--- src/rtl/b64e_pkg.sv ---
// Shared types, constants and the sextet-to-ASCII mapping for the base64 encoder.
// No dependencies.
package b64e_pkg;

    localparam int unsigned CodeWidth = 8;
    localparam int unsigned SextetWidth = 6;
    localparam int unsigned BufDepth = 3;

    localparam logic [CodeWidth-1:0] SPACE_CODE = 8'h20;

    // One result word waiting to go out
    typedef struct packed {
        logic [CodeWidth-1:0] char_code;
        logic                 last_char;
    } res_t;

    // Head of the result buffer, offered to the output stage
    typedef struct packed {
        logic valid;
        res_t res;
    } head_t;

    // Standard alphabet: A-Z, a-z, 0-9, '+', '/'
    function automatic logic [CodeWidth-1:0] sextet_char(input logic [SextetWidth-1:0] v);
        logic [CodeWidth-1:0] code;
        begin
            if (v < 6'd26)
                code = 8'h41 + {2'b00, v};
            else if (v < 6'd52)
                code = 8'h61 + {2'b00, v - 6'd26};
            else if (v < 6'd62)
                code = 8'h30 + {2'b00, v - 6'd52};
            else if (v == 6'd62)
                code = 8'h2B;
            else
                code = 8'h2F;
            return code;
        end
    endfunction

endpackage

--- src/rtl/b64e_if.sv ---
// Valid/ready stream interfaces for the byte input and the character output.
// Depends on nothing.
interface b64e_byte_if;
    logic       valid;
    logic       ready;
    logic [7:0] data_byte;
    logic       last_byte;

    modport source (output valid, output data_byte, output last_byte, input ready);
    modport sink   (input valid, input data_byte, input last_byte, output ready);
endinterface

interface b64e_char_if;
    logic       valid;
    logic       ready;
    logic [7:0] char_code;
    logic       last_char;

    modport source (output valid, output char_code, output last_char, input ready);
    modport sink   (input valid, input char_code, input last_char, output ready);
endinterface

--- src/rtl/b64e_pack.sv ---
// Encoder core: takes one byte word, forms up to three result words in one pass
// and holds them in a small result buffer. Depends on b64e_pkg.
module b64e_pack (
    input  logic                 clk,
    input  logic                 rst_n,
    input  logic                 cfg_we,
    input  logic                 cfg_wdata,
    input  logic                 in_valid,
    output logic                 in_ready,
    input  logic [7:0]           in_data,
    input  logic                 in_last,
    input  logic                 pop,
    output b64e_pkg::head_t      head
);
    import b64e_pkg::*;

    typedef enum logic [1:0] {
        POS_FIRST  = 2'd0,
        POS_SECOND = 2'd1,
        POS_THIRD  = 2'd2
    } pos_t;

    logic       sep_en_reg;
    logic [3:0] left_reg, left_next;
    pos_t       pos_reg, pos_next;
    logic       parity_reg, parity_next;
    logic       first_done_reg, first_done_next;

    res_t       buf_reg [BufDepth];
    res_t       buf_next [BufDepth];
    logic [1:0] cnt_reg, cnt_next;

    res_t       new_res [BufDepth];
    logic [1:0] new_cnt;
    logic       accept;
    logic       sep;

    assign in_ready = (cnt_reg == 2'd0) || ((cnt_reg == 2'd1) && pop);
    assign accept   = in_valid && in_ready;

    assign head.valid = (cnt_reg != 2'd0);
    assign head.res   = buf_reg[0];

    // Sextet formation and state update for the incoming byte
    always_comb
    begin
        new_res[0]      = '0;
        new_res[1]      = '0;
        new_res[2]      = '0;
        new_cnt         = 2'd0;
        left_next       = left_reg;
        pos_next        = pos_reg;
        parity_next     = parity_reg;
        first_done_next = first_done_reg;
        sep             = sep_en_reg && first_done_reg && !parity_reg;
        case (pos_reg)
            POS_SECOND:
            begin
                new_res[0] = '{sextet_char({left_reg[1:0], in_data[7:4]}), 1'b0};
                new_res[1] = '{sextet_char({in_data[3:0], 2'b00}), 1'b1};
                new_cnt    = in_last ? 2'd2 : 2'd1;
                left_next  = in_data[3:0];
                pos_next   = POS_THIRD;
            end
            POS_THIRD:
            begin
                new_res[0]      = '{sextet_char({left_reg, in_data[7:6]}), 1'b0};
                new_res[1]      = '{sextet_char(in_data[5:0]), in_last};
                new_cnt         = 2'd2;
                left_next       = 4'd0;
                pos_next        = POS_FIRST;
                parity_next     = !parity_reg;
                first_done_next = 1'b1;
            end
            default:
            begin
                // first byte of a group, with an optional leading space
                if (sep)
                begin
                    new_res[0] = '{SPACE_CODE, 1'b0};
                    new_res[1] = '{sextet_char(in_data[7:2]), 1'b0};
                    new_res[2] = '{sextet_char({in_data[1:0], 4'b0000}), 1'b1};
                    new_cnt    = in_last ? 2'd3 : 2'd2;
                end
                else
                begin
                    new_res[0] = '{sextet_char(in_data[7:2]), 1'b0};
                    new_res[1] = '{sextet_char({in_data[1:0], 4'b0000}), 1'b1};
                    new_cnt    = in_last ? 2'd2 : 2'd1;
                end
                left_next = {2'b00, in_data[1:0]};
                pos_next  = POS_SECOND;
            end
        endcase
        // end of message: back to the start of a fresh stream
        if (in_last)
        begin
            left_next       = 4'd0;
            pos_next        = POS_FIRST;
            parity_next     = 1'b0;
            first_done_next = 1'b0;
        end
    end

    // Result buffer: load on accept, otherwise shift down on pop
    always_comb
    begin
        buf_next = buf_reg;
        cnt_next = cnt_reg;
        if (accept)
        begin
            buf_next = new_res;
            cnt_next = new_cnt;
        end
        else if (pop)
        begin
            buf_next[0] = buf_reg[1];
            buf_next[1] = buf_reg[2];
            cnt_next    = cnt_reg - 2'd1;
        end
    end

    // Control and stream state
    always_ff @(posedge clk or negedge rst_n)
    begin
        if (!rst_n)
        begin
            sep_en_reg     <= 1'b1;
            left_reg       <= 4'd0;
            pos_reg        <= POS_FIRST;
            parity_reg     <= 1'b0;
            first_done_reg <= 1'b0;
            cnt_reg        <= 2'd0;
        end
        else
        begin
            if (cfg_we)
                sep_en_reg <= cfg_wdata;
            if (accept)
            begin
                left_reg       <= left_next;
                pos_reg        <= pos_next;
                parity_reg     <= parity_next;
                first_done_reg <= first_done_next;
            end
            cnt_reg <= cnt_next;
        end
    end

    // Buffer payload
    always_ff @(posedge clk)
    begin
        buf_reg <= buf_next;
    end

endmodule

--- src/rtl/b64e_drain.sv ---
// Output register stage: moves one result word a cycle from the buffer head onto the
// character stream while out_ready does not stall it. Depends on b64e_pkg.
module b64e_drain (
    input  logic            clk,
    input  logic            rst_n,
    input  b64e_pkg::head_t head,
    output logic            pop,
    output logic            out_valid,
    input  logic            out_ready,
    output logic [7:0]      out_char,
    output logic            out_last
);
    import b64e_pkg::*;

    logic       valid_reg, valid_next;
    logic [7:0] char_reg;
    logic       last_reg;

    // Take the head whenever the output register is empty or being emptied
    assign pop        = head.valid && (!valid_reg || out_ready);
    assign valid_next = pop || (valid_reg && !out_ready);

    always_ff @(posedge clk or negedge rst_n)
    begin
        if (!rst_n)
            valid_reg <= 1'b0;
        else
            valid_reg <= valid_next;
    end

    always_ff @(posedge clk)
    begin
        if (pop)
        begin
            char_reg <= head.res.char_code;
            last_reg <= head.res.last_char;
        end
    end

    assign out_valid = valid_reg;
    assign out_char  = char_reg;
    assign out_last  = last_reg;

endmodule

--- src/rtl/base64_byte_stream_encoder.sv ---
// Base64 byte stream encoder, no padding. Characters go from the result buffer through the
// output register to the output port. Throughput: one character a cycle there unless it
// stalls; a byte (1, 2 or 3 characters) is taken only when the buffer is empty or its last
// character is popped. rst_n clears the stream state and sets separator_enable to 1.
// Depends on b64e_pkg, b64e_if, b64e_pack, b64e_drain.
module base64_byte_stream_encoder (
    input  logic               clk,
    input  logic               rst_n,
    input  logic               cfg_we,
    input  logic               cfg_wdata,
    b64e_byte_if.sink          bytes,
    b64e_char_if.source        chars
);
    import b64e_pkg::*;

    head_t head;
    logic  pop;

    // Encoder core with result buffer
    b64e_pack u_pack (
        .clk       (clk),
        .rst_n     (rst_n),
        .cfg_we    (cfg_we),
        .cfg_wdata (cfg_wdata),
        .in_valid  (bytes.valid),
        .in_ready  (bytes.ready),
        .in_data   (bytes.data_byte),
        .in_last   (bytes.last_byte),
        .pop       (pop),
        .head      (head)
    );

    // Output register
    b64e_drain u_drain (
        .clk       (clk),
        .rst_n     (rst_n),
        .head      (head),
        .pop       (pop),
        .out_valid (chars.valid),
        .out_ready (chars.ready),
        .out_char  (chars.char_code),
        .out_last  (chars.last_char)
    );

endmodule

--- src/flat_wrapper.sv ---
// flat-port wrapper written by rule: the top's interface ports become plain ports
module base64_byte_stream_encoder_flat import b64e_pkg::*;
  (clk, rst_n, cfg_we, cfg_wdata, bytes_valid, bytes_data_byte, bytes_last_byte, bytes_ready, chars_valid, chars_char_code, chars_last_char, chars_ready);
  b64e_byte_if bytes_i ();
  b64e_char_if chars_i ();
  input  logic clk;
  input  logic rst_n;
  input  logic cfg_we;
  input  logic cfg_wdata;
  input wire logic [$bits(bytes_i.valid)-1:0] bytes_valid;
  input wire logic [$bits(bytes_i.data_byte)-1:0] bytes_data_byte;
  input wire logic [$bits(bytes_i.last_byte)-1:0] bytes_last_byte;
  output wire logic [$bits(bytes_i.ready)-1:0] bytes_ready;
  output wire logic [$bits(chars_i.valid)-1:0] chars_valid;
  output wire logic [$bits(chars_i.char_code)-1:0] chars_char_code;
  output wire logic [$bits(chars_i.last_char)-1:0] chars_last_char;
  input wire logic [$bits(chars_i.ready)-1:0] chars_ready;
  assign bytes_i.valid = bytes_valid;
  assign bytes_i.data_byte = bytes_data_byte;
  assign bytes_i.last_byte = bytes_last_byte;
  assign bytes_ready = bytes_i.ready;
  assign chars_valid = chars_i.valid;
  assign chars_char_code = chars_i.char_code;
  assign chars_last_char = chars_i.last_char;
  assign chars_i.ready = chars_ready;
  base64_byte_stream_encoder u_core (.clk(clk), .rst_n(rst_n), .cfg_we(cfg_we), .cfg_wdata(cfg_wdata), .bytes(bytes_i), .chars(chars_i));
endmodule
--- config.mk ---
export PLATFORM = sky130hd
export DESIGN_NAME = base64_byte_stream_encoder_flat
export DESIGN_NICKNAME = d
export VERILOG_FILES = /design/src/rtl/b64e_pkg.sv /design/src/rtl/b64e_if.sv /design/src/rtl/b64e_pack.sv /design/src/rtl/b64e_drain.sv /design/src/rtl/base64_byte_stream_encoder.sv /design/src/flat_wrapper.sv
export SDC_FILE = /design/constraint.sdc
export NUM_CORES = 1
export LEC_CHECK = 0
export BUFFER_PORTS_ARGS = -buffer_cell sky130_fd_sc_hd__buf_4
export CORE_UTILIZATION = 50
export DETAILED_ROUTE_END_ITERATION = 10
export GPL_TIMING_DRIVEN = 1
export PLACE_DENSITY_LB_ADDON = 0.08
export SYNTH_ARGS = -nofsm -noshare
export SYNTH_HDL_FRONTEND = slang
export SYNTH_HIERARCHICAL = 1
export SYNTH_SLANG_ARGS = --single-unit
--- constraint.sdc ---
create_clock -name clk -period 4.8 [get_ports clk]
set_input_delay 0 -clock clk [delete_from_list [all_inputs] [get_ports clk]]
set_output_delay 0 -clock clk [all_outputs]
set_load 0.01 [all_outputs]
# == After elaboration in Yosys (flattened, before gate mapping) ==
# Index checks and enable logic that the tools add are counted.
# classes
order_cmp,18
reduce_logical,19
bitwise_logic,1
n_addsub,31
muxes,41
n_eq_ne,7
# ops
cell,count
"7-bit by 6-bit adder with 8-bit output, first input constant",12
8-bit two-way mux,12
"6-bit less-than comparator, second input constant",12
18-bit two-way mux,3
"6-bit by 6-bit adder with 7-bit output, first input constant",6
7-bit two-way mux,6
"6-bit by 5-bit less-than comparator with 1-bit output, second input constant",6
18-bit one-hot mux with 2 select lines,1
"6-bit by 5-bit subtractor with 6-bit output, second input constant",6
"6-bit subtractor, second input constant",6
"6-bit == test, second input constant",4
3-bit two-way mux,4
2-bit two-way mux,5
2-bit one-hot mux with 2 select lines,2
4-bit one-hot mux with 2 select lines,1
1-bit logical AND,6
1-bit two-way mux,6
2-bit nonzero test,3
"2-bit by 1-bit == test with 1-bit output, second input constant",2
4-bit two-way mux,1
1-bit logical NOT,3
1-bit logical OR,3
3-bit OR reduction,1
"2-bit == test, second input constant",1
other kinds (5),5
# word_totals
regBits,48
inputBits,15

# == Logic depth before layout (Yosys ltp) ==
# depth
word_depth,8
mapped_depth,11
mapped_depth_nobuf,11

# == Cells and area by module ==
# The synthesis kept the hierarchy.
# modules_own_cells
module,instances,cells_each,area_each_um2
b64e_pack,1,494,4070.2
b64e_drain,1,13,314.1

# == Worst setup path after synthesis ==
# No wires, ideal clock.
# synth_timing
path_type,reg-to-reg
start,reg u_core.u_pack.cnt_reg[0]
end,"reg u_core.u_pack.buf_reg, in the netlist u_core/u_pack/head[4], data pin"
n_path_buf,2
arrival_ns,2.204
path_stages_with_launch,11
setup_slack_ns,2.317
required_ns,4.521
setup_ns,0.279
period_less_slack_ns,2.483
cell_sequence,dfrtp_1 > inv_1 > ha_1 > inv_1 > and2_1 > a21o_1 > nand2_1 > inv_1 > clkbuf_1 > buf_1 > a31oi_1
# synth_rtl
item,line,text
from (decl),b64e_pack.sv:31,"logic [1:0] cnt_reg, cnt_next;"
from (signal assigned),b64e_pack.sv:146,cnt_reg <= cnt_next;
to (signal assigned),b64e_pack.sv:153,buf_reg <= buf_next;
to (decl),b64e_pack.sv:29,res_t buf_reg [BufDepth];

==> impl_metrics.yaml <==
cells_and_area:
  n_antenna_cell: 0
  seq_area_um2: 1230
  post-route-cell-area_um2: 4640
  layout_commonest_cell: "nand2_1"
  largest_reg_flops: 13
  fin_nets: 565
  area_delta_synth_final_pct: 5.79
  layout-drive-gt1-share: 0.105
  fillers: 789
  layout_common_cells: "51 x nand2_1, 47 x ha_1, 36 x a21oi_1"
  multi_input_area_um2: 2850
synth:
  synth_nets: 569
  ys_types: 69
  yosys_register_bits: 43
  syn_inst: 507
  synth-edff-count: 31
  synth_warnings: 6
  ys.flop_type: "edfxtp_1"
  async_flop_share: 0.279
  synth_area_um2: 4380
  seq_area_frac_synth: 0.281
  syn_avg_cell_area_um2: 8.65
setup_path:
  r2r-end: "u_core/u_pack/buf_reg[16]"
  reg2reg_depth: 11
  start_kind: "flip-flop"
  arrival_ps: 3190
  rrSetupSlack_ps: 1770
  rr_startpoint: "u_core/u_pack/cnt_reg[0]"
  required_ps: 4960
  crit_type: "flip-flop to flip-flop"
  end_kind: "flip-flop"
  crit_fanout: 33
worst_hold_path:
  min_from: "bytes_data_byte[0]"
  hold_depth: 3
  min_to: "u_core/u_pack/left_reg[0]"
  min_path_type: "input port to flip-flop"
timing:
  layout_min_cycle_time_ps: 3030
  drv_slew: 0
  rsz0062_at_grt: "false"
  hold_viol_final: 0
  tns_ps: 0
  finalClockSkew_ps: 9.62
  worstMarginPinSlew_ps: 867
  fmax_ghz: 0.330
  fin_crit_sh: 0.631
  slew_headroom: 0.420
  finalSetupViolCount: 0
drt:
  ant_nets: 0
  drt-pass1-iter-count: 5
  vias: 3784
  viasPerCell: 6.21
  drc: 0
  wl_um: 11300
  drtIter0Drc: 310
  wl_per_cell_um: 18.5
pwr:
  power_density_nw_per_um2: 422
  p_leak_nw: 1.90
  vdd_drop_max_mv: 0.261
cts:
  clk_latency_ps: 300
  cts_htree_levels: 2
  clock_path_buffers: 2
  cts_tree: "yes"
  cts_root_buf: "clkbuf_8"
  cts.sinks: 43
  clk_pin_slew_worst_paths_ps: 90
  ctsResizeCount: 0
  cts_buffers: 5
flow_run:
  max-cap-violations: 0
die:
  die-area_um2: 9150
  fp.dieW_um: 95.6
  die_y_um: 95.6
  ioPinCount: 26
  num_rows: 33
  core-area_um2: 8340
  start_util: 0.526
global_route:
  grt_pass1_wl_um: 18200
  antenna_found_initial: 0
  grt-ovfl-total: 0
  grt_pass1_vias: 3560
  grt_max_degree: 34
  grt.total_usage: 0.261
place:
  place.gp.congestion: 0.914
  port_buffers: 25
  placed_cell_area_um2: 4490
  dpl.hpwl_um: 8350
outcome:
  status: "finished clean"
==> timing repair <==
item,CTS,global route
hold endpoints to repair,15,0
buffers inserted,0,0
hold buffers,5,0
==> Yosys cell counts (all sizes together), types with 4 or more instances <==
cell	number	share of area
a211oi	6	0.010
a21o	8	0.016
a21oi	37	0.043
a31oi	13	0.019
and2	5	0.0071
and3	5	0.0071
buf	24	0.034
clkbuf	18	0.015
dfrtp	11	0.063
edfxtp	31	0.21
ha	47	0.13
inv	21	0.018
mux2i	6	0.014
nand2	51	0.044
nand2b	10	0.014
nand3	18	0.021
nand4	7	0.010
nor2	27	0.023
nor2b	10	0.014
nor3	5	0.0068
o211ai	7	0.012
o21ai	27	0.031
o311ai	4	0.0080
xnor2	27	0.056
xor2	21	0.045
==> metrics by stage <==
stage | setup WS (ps) | hold WS (ps) | power [mW] | cells | utilization
2_1_floorplan | 2320 | -296 | 1.47 | 507 | -
3_3_place_gp | 1880 | -137 | 1.70 | 596 | 0.539
5_1_grt | 1480 | 95.0 | 2.11 | 609 | 0.556
6_report | 1770 | 67.9 | 1.96 | 609 | 0.556
4_1_cts | 1760 | 58.5 | 1.96 | 609 | 0.556
3_5_place_dp | 1770 | -135 | 1.71 | 596 | 0.539
==> layer usage <==
metal  GRT usage  up-vias  wire (um)
met5           0        -          0
met4       0.102        0        325
met3      0.0391       31        591
met2       0.408      143       5280
met1       0.361     1803       5070
li1            -     1807          -
==> area by class of cell <==
cell class,instances,area share
multi-input cells,400,0.615
flip-flops and latches,43,0.266
well taps,105,0.0283
clock inverters,3,0.00540
clock buffers,5,0.0148
inverters,22,0.0178
repair buffers,31,0.0529
==> cell families (layout without fill, tap and decap cells) <==
logic type,count (synthesis),in the layout,share of synthesized area
multiplexers,9,9,0.0214
buffers and inverters,64,61,0.0682
AO/OA/AOI/OAI,144,144,0.220
flip-flops,43,43,0.281
AND/OR/NAND/NOR,152,152,0.174
adder cells (fa/ha/maj),47,47,0.134
XOR/XNOR,48,48,0.101
==> report_power, final <==
group | leakage (nW) | switching (mW) | internal, mW
clock | 0.0443 | 0.130 | 0.104
combinational | 1.41 | 0.628 | 0.388
sequential | 0.452 | 0.0776 | 0.630
total | 1.90 | 0.836 | 1.12
==> worst max-delay path, cell delays in order, from the launching register on <==
cell and delay [ps]:
dfrtp_1 400, inv_1 60, ha_1 200, inv_1 60, and2_1 460, a21o_1 200, nand2_1 460, inv_1 210
buf_4 350, o311ai_0 180, o21ai_0 140, a22o_1 160
==> how the worst max path moves through the flow <==
stage | startpoint | endpoint | slack (ps) | depth (start not counted)
finish | u_core/u_pack/cnt_reg[0] | u_core/u_pack/buf_reg[16] | 1770 | 11
global route | u_core/u_pack/cnt_reg[0] | u_core/u_pack/buf_reg[16] | 1480 | 7
global placement | u_core/u_pack/cnt_reg[0] | u_core/u_pack/buf_reg[14] | 1880 | 7
CTS | u_core/u_pack/cnt_reg[0] | u_core/u_pack/buf_reg[14] | 1760 | 7
floorplan | u_core/u_pack/cnt_reg[0] | u_core/u_pack/head[4] | 2320 | 10
detailed placement | u_core/u_pack/cnt_reg[0] | u_core/u_pack/buf_reg[14] | 1770 | 7
(Power assumes the default switching activity.)
